### src/design/ucc_pkg.sv
`default_nettype none
package ucc_pkg;

	localparam logic [7:0] LEAD_FIRST  = 8'hD0;
	localparam logic [7:0] LEAD_SECOND = 8'hD1;
	localparam logic [7:0] UPPER_BASE  = 8'h90;
	localparam logic [7:0] UPPER_TOP   = 8'hAF;
	localparam logic [7:0] LOWER_BASE  = 8'hB0;
	localparam logic [7:0] LOWER_TOP   = 8'hBF;
	localparam logic [7:0] PAGE2_BASE  = 8'h80;
	localparam logic [7:0] PAGE2_TOP   = 8'h8F;
	localparam logic [3:0] LOWER_HI    = 4'hB;
	localparam logic [3:0] PAGE2_HI    = 4'h8;

	localparam int QUEUE_DEPTH = 2;

	localparam logic REG_SHIFT   = 1'b0;
	localparam logic REG_DECRYPT = 1'b1;

	typedef struct packed {
		logic       letter;
		logic       upper;
		logic       two;
		logic [7:0] byte_a;
		logic [7:0] byte_b;
	} entry_t;

endpackage
`default_nettype wire

### src/design/utf8_cyrillic_caesar_shift_core.sv
`default_nettype none
// utf8 cyrillic caesar shift: takes one utf-8 byte per cycle on s_axis and rotates each of the
// 32 basic russian letters (two-byte pairs led by 0xd0/0xd1, yo excluded) within its case by
// shift_amount, or by its negation when decrypt_mode is set; all other bytes pass through and a
// lead byte left uncompleted is emitted unchanged, flushed at the latest by tlast. a front stage
// classifies input beats and holds a pending lead byte, a queue of QUEUE_DEPTH entries decouples
// it from the back stage that rotates letters and sends one output beat per cycle while
// m_tready is high. an input beat is taken every cycle while the queue has room; a held lead
// yields no output beat, plain bytes one, letters two, and a byte flushing a held lead two
// (one if held anew); the output side sets throughput; beats are registered after the queue.
// registers: shift_amount at address 0, decrypt_mode at address 4; write them only while idle.
module utf8_cyrillic_caesar_shift_core #(
	parameter int QUEUE_DEPTH = ucc_pkg::QUEUE_DEPTH
) (
	input  wire         clk,
	input  wire         arst_n,
	input  wire         s_tvalid,
	output logic        s_tready,
	input  wire  [7:0]  s_tdata,   // in_byte[7:0]
	input  wire         s_tlast,
	output logic        m_tvalid,
	input  wire         m_tready,
	output logic [7:0]  m_tdata,   // out_byte[7:0]
	output logic        m_tlast,
	input  wire         psel,
	input  wire         penable,
	input  wire         pwrite,
	input  wire  [2:0]  paddr,
	input  wire  [31:0] pwdata,
	output logic [31:0] prdata,
	output logic        pready
);

	logic            reg_sel;
	logic [4:0]      shift_amount_q;
	logic            decrypt_mode_q;
	logic            cfg_wr;
	logic            push;
	logic            pop;
	logic            q_full;
	logic            q_empty;
	ucc_pkg::entry_t push_entry;
	ucc_pkg::entry_t head;

	assign pready = 1'b1;
	assign cfg_wr = psel && penable && pwrite && pready;
	assign reg_sel = paddr[2];

	always_ff @(posedge clk or negedge arst_n) begin
		if (!arst_n) begin
			shift_amount_q <= '0;
			decrypt_mode_q <= 1'b0;
		end else if (cfg_wr) begin
			if (reg_sel == ucc_pkg::REG_SHIFT) begin
				shift_amount_q <= pwdata[4:0];
			end else begin
				decrypt_mode_q <= pwdata[0];
			end
		end
	end

	always_comb begin
		case (reg_sel)
			ucc_pkg::REG_SHIFT:   prdata = {27'd0, shift_amount_q};
			ucc_pkg::REG_DECRYPT: prdata = {31'd0, decrypt_mode_q};
			default:              prdata = '0;
		endcase
	end

	ucc_front u_front (
		.clk         (clk),
		.arst_n      (arst_n),
		.in_valid    (s_tvalid),
		.in_byte     (s_tdata),
		.end_of_text (s_tlast),
		.q_full      (q_full),
		.in_ready    (s_tready),
		.push        (push),
		.push_entry  (push_entry)
	);

	ucc_queue #(
		.DEPTH (QUEUE_DEPTH)
	) u_queue (
		.clk        (clk),
		.arst_n     (arst_n),
		.push       (push),
		.push_entry (push_entry),
		.pop        (pop),
		.full       (q_full),
		.empty      (q_empty),
		.head       (head)
	);

	ucc_back u_back (
		.clk          (clk),
		.arst_n       (arst_n),
		.shift_amount (shift_amount_q),
		.decrypt_mode (decrypt_mode_q),
		.q_empty      (q_empty),
		.head         (head),
		.pop          (pop),
		.out_valid    (m_tvalid),
		.out_ready    (m_tready),
		.out_byte     (m_tdata),
		.last_of_run  (m_tlast)
	);

endmodule
`default_nettype wire

### src/design/ucc_front.sv
`default_nettype none
module ucc_front (
	input  wire                 clk,
	input  wire                 arst_n,
	input  wire                 in_valid,
	input  wire  [7:0]          in_byte,
	input  wire                 end_of_text,
	input  wire                 q_full,
	output logic                in_ready,
	output logic                push,
	output ucc_pkg::entry_t     push_entry
);

	logic held_q;
	logic page_q;
	logic acc;
	logic is_lead;
	logic is_upper;
	logic is_lower;
	logic letter;
	logic [7:0] lead_byte;
	logic [7:0] up_off;

	assign in_ready  = !q_full;
	assign acc       = in_valid && in_ready;
	assign lead_byte = page_q ? ucc_pkg::LEAD_SECOND : ucc_pkg::LEAD_FIRST;
	assign is_lead   = (in_byte == ucc_pkg::LEAD_FIRST) || (in_byte == ucc_pkg::LEAD_SECOND);
	assign is_upper  = !page_q && (in_byte inside {[ucc_pkg::UPPER_BASE:ucc_pkg::UPPER_TOP]});
	assign is_lower  = (!page_q && (in_byte inside {[ucc_pkg::LOWER_BASE:ucc_pkg::LOWER_TOP]}))
		|| (page_q && (in_byte inside {[ucc_pkg::PAGE2_BASE:ucc_pkg::PAGE2_TOP]}));
	assign letter    = held_q && (is_upper || is_lower);
	assign up_off    = in_byte - ucc_pkg::UPPER_BASE;

	always_comb begin
		push_entry = '0;
		push_entry.letter = letter;
		push_entry.upper  = is_upper;
		if (letter) begin
			push_entry.two    = 1'b1;
			push_entry.byte_a = is_upper ? {3'b000, up_off[4:0]} : {3'b000, page_q, in_byte[3:0]};
		end else if (held_q) begin
			push_entry.two    = !is_lead || end_of_text;
			push_entry.byte_a = lead_byte;
			push_entry.byte_b = in_byte;
		end else begin
			push_entry.two    = 1'b0;
			push_entry.byte_a = in_byte;
		end
	end

	assign push = acc && (letter || held_q || !is_lead || end_of_text);

	always_ff @(posedge clk or negedge arst_n) begin
		if (!arst_n) begin
			held_q <= 1'b0;
			page_q <= 1'b0;
		end else if (acc) begin
			held_q <= !letter && is_lead && !end_of_text;
			page_q <= !letter && is_lead && !end_of_text && (in_byte == ucc_pkg::LEAD_SECOND);
		end
	end

`ifndef ASSERT_OFF
	a_lead_held: assert property (@(posedge clk) disable iff (!arst_n)
		acc && is_lead && !end_of_text && !letter |=> held_q)
		else $error("lead byte not held");
`endif

endmodule
`default_nettype wire

### src/design/ucc_queue.sv
`default_nettype none
module ucc_queue #(
	parameter int DEPTH = ucc_pkg::QUEUE_DEPTH
) (
	input  wire                 clk,
	input  wire                 arst_n,
	input  wire                 push,
	input  ucc_pkg::entry_t     push_entry,
	input  wire                 pop,
	output logic                full,
	output logic                empty,
	output ucc_pkg::entry_t     head
);

	localparam int PtrW = $clog2(DEPTH);
	localparam int CntW = $clog2(DEPTH + 1);
	localparam logic [PtrW-1:0] LastPtr = PtrW'(DEPTH - 1);
	localparam logic [CntW-1:0] FullCnt = CntW'(DEPTH);

	ucc_pkg::entry_t      store_q [DEPTH];
	logic [PtrW-1:0]      wr_q;
	logic [PtrW-1:0]      rd_q;
	logic [CntW-1:0]      cnt_q;

	assign full  = (cnt_q == FullCnt);
	assign empty = (cnt_q == '0);
	assign head  = store_q[rd_q];

	always_ff @(posedge clk) begin
		if (push) begin
			store_q[wr_q] <= push_entry;
		end
	end

	always_ff @(posedge clk or negedge arst_n) begin
		if (!arst_n) begin
			wr_q  <= '0;
			rd_q  <= '0;
			cnt_q <= '0;
		end else begin
			if (push) begin
				wr_q <= (wr_q == LastPtr) ? '0 : wr_q + 1'b1;
			end
			if (pop) begin
				rd_q <= (rd_q == LastPtr) ? '0 : rd_q + 1'b1;
			end
			if (push && !pop) begin
				cnt_q <= cnt_q + 1'b1;
			end else if (pop && !push) begin
				cnt_q <= cnt_q - 1'b1;
			end
		end
	end

`ifndef ASSERT_OFF
	a_no_overflow: assert property (@(posedge clk) disable iff (!arst_n)
		!(push && full))
		else $error("push into full queue");
	a_no_underflow: assert property (@(posedge clk) disable iff (!arst_n)
		!(pop && empty))
		else $error("pop from empty queue");
`endif

endmodule
`default_nettype wire

### src/design/ucc_back.sv
`default_nettype none
module ucc_back (
	input  wire                 clk,
	input  wire                 arst_n,
	input  wire  [4:0]          shift_amount,
	input  wire                 decrypt_mode,
	input  wire                 q_empty,
	input  ucc_pkg::entry_t     head,
	output logic                pop,
	output logic                out_valid,
	input  wire                 out_ready,
	output logic [7:0]          out_byte,
	output logic                last_of_run
);

	logic       valid_q;
	logic [7:0] byte_q;
	logic       last_q;
	logic       beat_q;
	logic       load;
	logic [4:0] k;
	logic [4:0] idx;
	logic [7:0] b0;
	logic [7:0] b1;
	logic       final_beat;

	assign k   = decrypt_mode ? 5'(5'd0 - shift_amount) : shift_amount;
	assign idx = head.byte_a[4:0] + k;

	always_comb begin
		if (head.letter) begin
			if (head.upper) begin
				b0 = ucc_pkg::LEAD_FIRST;
				b1 = ucc_pkg::UPPER_BASE + {3'b000, idx};
			end else if (!idx[4]) begin
				b0 = ucc_pkg::LEAD_FIRST;
				b1 = {ucc_pkg::LOWER_HI, idx[3:0]};
			end else begin
				b0 = ucc_pkg::LEAD_SECOND;
				b1 = {ucc_pkg::PAGE2_HI, idx[3:0]};
			end
		end else begin
			b0 = head.byte_a;
			b1 = head.byte_b;
		end
	end

	assign load       = !q_empty && (!valid_q || out_ready);
	assign final_beat = beat_q || !head.two;
	assign pop        = load && final_beat;

	always_ff @(posedge clk) begin
		if (load) begin
			byte_q <= beat_q ? b1 : b0;
			last_q <= final_beat;
		end
	end

	always_ff @(posedge clk or negedge arst_n) begin
		if (!arst_n) begin
			valid_q <= 1'b0;
			beat_q  <= 1'b0;
		end else begin
			if (load) begin
				valid_q <= 1'b1;
				beat_q  <= !final_beat;
			end else if (out_ready) begin
				valid_q <= 1'b0;
			end
		end
	end

	assign out_valid   = valid_q;
	assign out_byte    = byte_q;
	assign last_of_run = last_q;

`ifndef ASSERT_OFF
	a_second_beat: assert property (@(posedge clk) disable iff (!arst_n)
		beat_q |-> (!q_empty && head.two))
		else $error("second beat without two-byte entry");
`endif

endmodule
`default_nettype wire
### config.mk
export PLATFORM = sky130hd
export DESIGN_NAME = utf8_cyrillic_caesar_shift_core
export DESIGN_NICKNAME = d
export VERILOG_FILES = /design/src/design/ucc_pkg.sv /design/src/design/utf8_cyrillic_caesar_shift_core.sv /design/src/design/ucc_front.sv /design/src/design/ucc_queue.sv /design/src/design/ucc_back.sv
export SDC_FILE = /design/constraint.sdc
export NUM_CORES = 1
export LEC_CHECK = 0
export CAP_MARGIN = 20
export CORE_UTILIZATION = 50
export DETAILED_ROUTE_END_ITERATION = 8
export DONT_BUFFER_PORTS = 1
export GPL_TIMING_DRIVEN = 0
export PLACE_DENSITY = 0.71
export SETUP_SLACK_MARGIN = 0.1
export SLEW_MARGIN = 20
export SYNTH_ARGS = -nofsm -noshare
export SYNTH_HDL_FRONTEND = slang
export SYNTH_SLANG_ARGS = --single-unit
### constraint.sdc
create_clock -name clk -period 3.6 [get_ports clk]
set_input_delay 0.72 -clock clk [delete_from_list [all_inputs] [get_ports clk]]
set_output_delay 0.72 -clock clk [all_outputs]
set_load 0.05 [all_outputs]
# After elaboration in Yosys (flattened, before gate mapping)
# Memory sizes are Yosys's and may differ from the RTL's.
# Index checks and enable logic that the tools add are counted.
# totals
word_cells	96
n_memories	1
ram_bits	38
reg_bits	23
# op_classes
n_bitwise	1
eq_ne	3
n_lt_le_gt_ge	6
addsub	8
n_reduce_logical	43
n_mux	23
# mem_list
name	depth	width	read_ports	rd_clocked_by_memory_dff	wr	line	source
u_queue.store_q	2	19	1	0	1	ucc_queue.sv:20	ucc_pkg::entry_t store_q [DEPTH];
# ops
operator	n
$pmux 32 s2	1
$mux 8	7
$ge 8x8->1 const B	3
$le 8x8->1 const B	3
$logic_and 1x1->1	18
$mux 9	2
$eq 8x8->1 const B	2
$logic_not 1->1	11
$mux 5	2
$logic_or 1x1->1	9
$add 8x5->8 const A	1
$mux 1	8
$mux 6	1
$add 5x5->5	1
$sub 1x5->5 const A	1
$sub 5x5->5 const B	1
$mux 2	2
$reduce_and 2->1	2
$reduce_bool 2->1	2
$add 1x1->1 const B	2
$add 2x1->2 const B	1
$eq 2x2->1 const B	1
$logic_not 2->1	1
$sub 2x1->2 const B	1
$not 1->1	1

# Longest topological paths before layout
# Gate-level depths: netlist of the first run.
# logic_depth
depth_word	14
mapped_depth	11

# Cells and area by module
# Synthesis of the first run repeated with hierarchy kept, for this count alone.
# unflattened
hier_cells	245
hier_area_um2	3270.6
# modules_own_cells
mod	instances	cells_each	seq_area_each_um2	area_per_inst_um2
ucc_queue	1	75	1241.2	1637.8
ucc_back	1	70	320.3	763.2
utf8_cyrillic_caesar_shift_core	1	49	150.1	511.7
ucc_front	1	51	50.0	357.8

# Worst setup path before layout of the first run
# Ideal clock, no wire load.
# synth_path
kind	register to register
startpoint	reg u_queue.rd_q
endpoint	reg u_back.byte_q[0] (netlist: u_back.out_byte[0]) (data pin)
path_slack_ns	0.567
required_time_ns	3.328
setup_time_ns	0.272
arrival_time_ns	2.761
path_stages_with_launch	10
cell_sequence	dfrtp_1 -> buf_6 -> buf_4 -> mux2_2 -> fa_1 -> a21o_1 -> a21oi_1 -> xnor3_1 -> ha_1 -> mux4_2
# synth_between
elab_chain_len	6
# synth_lines
item	line	source
from (decl)	ucc_queue.sv:22	logic [PtrW-1:0] rd_q;
from (signal assigned)	ucc_queue.sv:45	rd_q <= (rd_q == LastPtr) ? '0 : rd_q + 1'b1;
$mem_v2 2x19 (*)	--	
$add 5x5->5	ucc_back.sv:28	assign idx = head.byte_a[4:0] + k;
$add 8x5->8 (tied with other cells)	ucc_back.sv:34	b1 = ucc_pkg::UPPER_BASE + {3'b000, idx};
$mux 8	ucc_back.sv:32	if (head.upper) begin
$mux 8	ucc_back.sv:31	if (head.letter) begin
$mux 8 (*)	ucc_back.sv:54	byte_q <= beat_q ? b1 : b0;
to (signal assigned)	ucc_back.sv:54	
to (decl)	ucc_back.sv:17	logic [7:0] byte_q;
# Every way passes the cells marked *; elsewhere a longest branch is shown, timed or not.
# A chain may end at the register's enable or synchronous reset.

# Worst setup path in the final report of the first run
# Same ends and word-level chain as after synthesis.

==> metrics.csv, run 1 <==
metric,value,unit
vias,1780,
htreeDepth,3,
synth.avg_cell_area,12.7,µm²
numCtsBuffers,9,
antenna_found_initial,0,
power_density,816,nW/µm²
die_h,80.6,µm
period_minus_slack,3.21,ns
finalHoldViolCount,0,
crit_buf_inv,2,
tns,0,ns
ys_ff_latch,61,
reg2reg_slack,0.39,ns
synth_area,3090,µm²
dieArea,6490,µm²
async_flop_share,0.230,
drv_slew,0,
synth_edf_count,47,
synth_cells,243,
nets,341,
fin_crit_sh,0.892,
area_growth,12.0,%
yosysSeqAreaShare,0.571,
timing.rr.start,u_queue.rd_q$_DFFE_PN0P_,
ys_top_cells_by_area,"edfxtp_1, dfrtp_1, buf_4",
yosysMostFrequentCell,edfxtp_1,
worstPathCellList,buf_6 > buf_4 > mux2_2 > fa_1 > a21o_1 > a21oi_1 > xnor3_1 > ha_1 > mux4_2,
drt_iter0_drc,55,
path_class,reg2reg,
grt-ovfl-total,0,
start_kind,flop,
root_buffer,clkbuf_8,
crit_arrival,3.28,ns
critPathTopFamily,multiplexers,
synth_warnings,0,
core,5920,µm²
irDropWorstVdd,342,µV
critPathCaptureType,flop,
drtAntennaViolNets,0,
cts_buffer_depth,2,
grt_use_total,0.183,
grt_pass1_vias,1717,
ys_types,39,
post-cts-setup-buffer-count,0,
clock_skew,0.00589,ns
power.total,0.00282,W
clock_latency,0.33,ns
slowest_delay,0.47,ns
critPathMaxFanout,10,
cp_data_required_time,3.66,ns
drt_pass1_iterations,4,
hpwl,3920,µm
ctsHoldBuffers,0,
die_x,80.6,µm
cts_resized,0,
routabilityCongestion,0.772,
drive_gt1_frac,0.234,
initial_core_util,0.521,
cts_tree,done,
pin_count,95,
portBuffers,0,
grt_pass1_wl,8440,µm
drv_cap,0,
slew_headroom,0.359,
worst_pin_slew,0.955,ns
grt_max_degree,15,
min_path_type,in2async,
clkTransAtPathRegs,0.06,ns
grt_setup_unrepaired,no,
cts.sinks,61,
synth_ff_type,edfxtp_1,
n_antenna_cell,0,
p_leak,1.44,nW
critPathSlowestCell,fa_1,
detail_route.wl_per_cell,14.7,µm
drc,0,
status,completed,
r2r_end,u_back.out_byte[0]$_DFFE_PP_,
synth_top_area_frac,0.457,
setup_viol,0,
totalWireLength,5320,µm
timing.fmax,0.311,GHz
ff2ff_path_depth,9,
rows,28,
yosysTopAreaCell,edfxtp_1,
synth_common_cells,"edfxtp_1, buf_4, mux2_2",
vias_per_cell,4.93,
==> metal layers <==
layer,routed length [µm],global-route usage
met1,2210,0.209
met2,2670,0.311
met3,318,0.0580
met4,127,0.0857
met5,0,0
==> registers in the layout (all words and copies together) (netlist names) <==
register,flops
u_queue.store_q,38
u_back.out_byte,8
shift_amount_q,5
u_queue.cnt_q,2
decrypt_mode_q,1
u_back.beat_q,1
u_back.last_of_run,1
u_back.out_valid,1
u_front.held_q,1
u_front.page_q,1
u_queue.rd_q,1
u_queue.wr_q,1
==> cell families (layout without fill, tap and decap cells) <==
group / Yosys count / after routing / share of synthesized area
other cells: 2 / 28 / 0.00243
flops: 61 / 61 / 0.571
fa+ha+maj: 8 / 8 / 0.0349
simple gates: 62 / 62 / 0.102
xor+xnor: 13 / 13 / 0.0413
mux: 27 / 27 / 0.102
compound gates: 26 / 26 / 0.0543
buf+inv: 44 / 61 / 0.0920
==> placed cells by master, fill, tap and decap left out, types with 3 or more instances in the layout <==
cell type,count
edfxtp_1,47
buf_4,29
conb_1,28
mux2_2,16
dfrtp_1,14
nor2_1,13
nand2_1,11
nor2b_1,9
and2_1,9
mux2i_1,9
clkbuf_8,9
xnor2_1,8
inv_1,8
ha_1,7
clkbuf_1,6
o21ai_0,6
a21oi_1,6
nand3_1,5
nand2b_1,4
xor2_1,4
nor3_1,3
buf_6,3
clkinv_1,3
==> worst max path at each step <==
| stage | start | endpoint | slack, ns | cells past startpoint |
|---|---|---|---|---|
| finish | u_queue.rd_q$_DFFE_PN0P_ | u_back.out_byte[0]$_DFFE_PP_ | 0.39 | 9 |
| global route | u_queue.rd_q$_DFFE_PN0P_ | u_back.out_byte[0]$_DFFE_PP_ | 0.30 | 9 |
| CTS | u_queue.rd_q$_DFFE_PN0P_ | u_back.out_byte[0]$_DFFE_PP_ | 0.38 | 9 |
| detailed placement | u_queue.rd_q$_DFFE_PN0P_ | u_back.out_byte[0]$_DFFE_PP_ | 0.38 | 9 |
| global placement | u_queue.rd_q$_DFFE_PN0P_ | u_back.out_byte[0]$_DFFE_PP_ | 0.40 | 9 |
| floorplan | u_queue.rd_q$_DFFE_PN0P_ | u_back.out_byte[0]$_DFFE_PP_ | 0.57 | 9 |
==> area by class of cell <==
class / instances / area (µm²)
fillers: 491 / 2460
flip-flops and latches: 61 / 1760
multi-input cells: 164 / 1150
plain buffers: 36 / 254
clock buffers: 11 / 131
well taps: 75 / 93.8
inverters: 8 / 30.0
repair buffers: 2 / 22.5
clock inverters: 4 / 16.3
==> worst reg2reg max path, stage by stage, from the launching register on <==
cell and delay [ns]:
dfrtp_1 0.34, buf_6 0.13, buf_4 0.20, mux2_2 0.40
fa_1 0.47, a21o_1 0.17, a21oi_1 0.13, xnor3_1 0.44
ha_1 0.21, mux4_2 0.45
==> per-stage QoR <==
stage	cell area, µm²	hold slack (ns)	utilization	worst slack [ns]	std cells
6_report	3460	0.0817	0.584	0.390	361
5_1_grt	3460	0.0634	0.584	0.304	361
4_1_cts	3460	0.0671	0.584	0.377	361
3_5_place_dp	3310	0.425	0.559	0.378	346
3_3_place_gp	3280	0.425	0.554	0.401	344
2_1_floorplan	3180	0.424	-	0.567	269
==> report_power, final <==
part	switching (W)	leakage, nW	internal, W	total [W]
Clock	0.000245	0.0757	0.000238	0.000483
Combinational	0.000604	0.751	0.000437	0.00104
Sequential	0.000278	0.616	0.00102	0.00130
Note: power is estimated with default switching activity, not from simulation.
==> run 2, diff against run 1 <==
Settings changed: SYNTH_HIERARCHICAL set to 1.
==> metrics.csv, run 2 <==
metric,value,unit,change
root_buffer,clkbuf_8,,
synth_common_cells,"edfxtp_1, buf_4, mux2_4",,
yosysMostFrequentCell,edfxtp_1,,
synth_warnings,6,,+6
initial_core_util,0.515,,-0.00627
drc,0,,unchanged
post-cts-setup-buffer-count,0,,unchanged
synth_edf_count,47,,unchanged
regMostFlops,u_queue/store_q,,
start_kind,flop,,
die_x,82.9,µm,+2.9%
drt_pass1_iterations,4,,unchanged
slew_headroom,0.410,,+0.0508
vias,1807,,+1.5%
core,6350,µm²,+7.2%
synth_ff_type,edfxtp_1,,
crit_top_cell,ha_1,,
grt_pass1_wl,8510,µm,+0.82%
slowest_delay,0.43,ns,-0.04 ns
area_growth,11.6,%,
power.total,0.00290,W,+2.7%
rows,29,,+3.6%
numCtsBuffers,9,,unchanged
grt-ovfl-total,0,,unchanged
worstPathCellList,buf_6 > mux2_4 > ha_1 > fa_1 > a21o_1 > a21oi_1 > xnor3_1 > ha_1 > mux4_2,,
synth_cells,245,,+0.82%
period_minus_slack,3.08,ns,-0.130 ns
grt_max_degree,20,,+5
dieArea,6870,µm²,+5.8%
ys_ff_latch,61,,unchanged
drtAntennaViolNets,0,,unchanged
tns,0,ns,unchanged
drv_slew,0,,unchanged
grt_setup_unrepaired,no,,
synth_top_area_frac,0.432,,-0.0257
final_cell_mix,"edfxtp_1, buf_4, conb_1",,
portBuffers,0,,unchanged
path_class,reg2reg,,
yosysTopAreaCell,edfxtp_1,,
cts.sinks,61,,unchanged
routabilityCongestion,0.760,,-1.6%
vias_per_cell,4.95,,+0.40%
critPathMaxFanout,10,,unchanged
p_leak,1.60,nW,+11%
antenna_found_initial,0,,unchanged
final_area,3650,µm²,+5.5%
worst_pin_slew,0.886,ns,-0.0698 ns
drive_gt1_frac,0.313,,+0.0782
irDropWorstVdd,502,µV,+47%
clock_skew,0.0107,ns,+0.00481 ns
cp_data_required_time,3.67,ns,about the same
critPathCaptureType,flop,,
finalHoldViolCount,0,,unchanged
min_path_type,in2async,,
power_density,794,nW/µm²,-2.7%
synth.avg_cell_area,13.3,µm²,+5.1%
timing.fmax,0.325,GHz,+4.2%
grt_pass1_vias,1750,,+1.9%
totalWireLength,5200,µm,-2.2%
drt_iter0_drc,107,,+95%
pin_count,95,,unchanged
hpwl,3940,µm,+0.26%
die_h,82.9,µm,+2.9%
cts_buffer_depth,2,,unchanged
setup_viol,0,,unchanged
ctsHoldBuffers,0,,unchanged
largest_reg_flops,38,,unchanged
cts_tree,done,,
ys_top_cells_by_area,"edfxtp_1, dfrtp_1, mux2_4",,
yosysSeqAreaShare,0.539,,-0.0321
status,completed,,
ff2ff_path_depth,9,,unchanged
clock_latency,0.33,ns,about the same
grt_use_total,0.165,,-0.0181
place_area,3480,µm²,+5.2%
clkTransAtPathRegs,0.07,ns,about the same
htreeDepth,3,,unchanged
fin_crit_sh,0.856,,-0.0362
async_flop_share,0.230,,unchanged
n_antenna_cell,0,,unchanged
cts_resized,0,,unchanged
detail_route.wl_per_cell,14.3,µm,-3.3%
ys_types,44,,+13%
layout_commonest_cell,edfxtp_1,,
nets,342,,+0.29%
synth_area,3270,µm²,+6.0%
crit_arrival,3.15,ns,-0.13 ns
critPathSlowestCell,mux4_2,,
drv_cap,0,,unchanged
run 2: path summary, 6_finish.rpt:
| path | from | to | slack [ns] |
|---|---|---|---|
| max in group asynchronous | arst_n | u_front/page_q$_DFFE_PN0P_ | 3.44 |
| worst max-delay path | u_queue/rd_q$_DFFE_PN0P_ | u_back/out_byte[0]$_DFFE_PP_ | 0.52 |
| worst max register to register | u_queue/rd_q$_DFFE_PN0P_ | u_back/out_byte[0]$_DFFE_PP_ | 0.52 |
| worst min register to register | u_queue/cnt_q[1]$_DFFE_PN0P_ | u_queue/cnt_q[1]$_DFFE_PN0P_ | 0.49 |
| min in group clk | u_queue/cnt_q[1]$_DFFE_PN0P_ | u_queue/cnt_q[1]$_DFFE_PN0P_ | 0.49 |
| worst min-delay path | arst_n | u_queue/wr_q$_DFFE_PN0P_ | 0.08 |
run 2: area by class of cell:
class	instances	area, µm²
well taps	77	96.3
flip-flops and latches	61	1760
multi-input cells	163	1290
clock inverters	2	10.0
inverters	9	33.8
plain buffers	38	288
repair buffers	1	15.0
clock buffers	14	153
fillers	534	2700
run 2: stage by stage:
step | utilization | hold WS [ns] | setup WS [ns] | instances
global route | 0.575 | 0.0545 | 0.415 | 365
finish | 0.575 | 0.0768 | 0.520 | 365
CTS | 0.574 | 0.0555 | 0.517 | 365
detailed placement | 0.548 | 0.425 | 0.530 | 349
floorplan | - | 0.424 | 0.723 | 271
global placement | 0.546 | 0.425 | 0.532 | 348
run 2: power breakdown:
part	total [W]	internal, W	leakage, nW	switching, W
Combinational	0.00109	0.000504	0.896	0.000589
Sequential	0.00130	0.00102	0.618	0.000281
Clock	0.000505	0.000267	0.0844	0.000238
Total	0.00290	0.00179	1.60	0.00111
run 2: routing by layer:
layer  track usage  vias to the layer above  wire, µm
met3        0.0447                       14       277
met1         0.208                      843      2280
met2         0.248                       58      2500
met5             0                        -         0
met4         0.116                        0       146
li1              -                      892         -
run 2: cell families after synthesis:
group,after synthesis,synth area share
flops,61,0.539
xor+xnor,12,0.0386
fa+ha+maj,8,0.0329
simple gates,53,0.0975
buf+inv,47,0.0983
other cells,2,0.00230
compound gates,31,0.0608
mux,31,0.131
run 2: worst max-delay path: cells and delay by family, from the launching register on:
family	cells	cell delay, ns
multiplexers	2	0.77
buffers and inverters	1	0.20
flip-flops	1	0.38
adder cells (fa/ha/maj)	3	0.84
AO/OA/AOI/OAI	2	0.36
XOR/XNOR	1	0.28
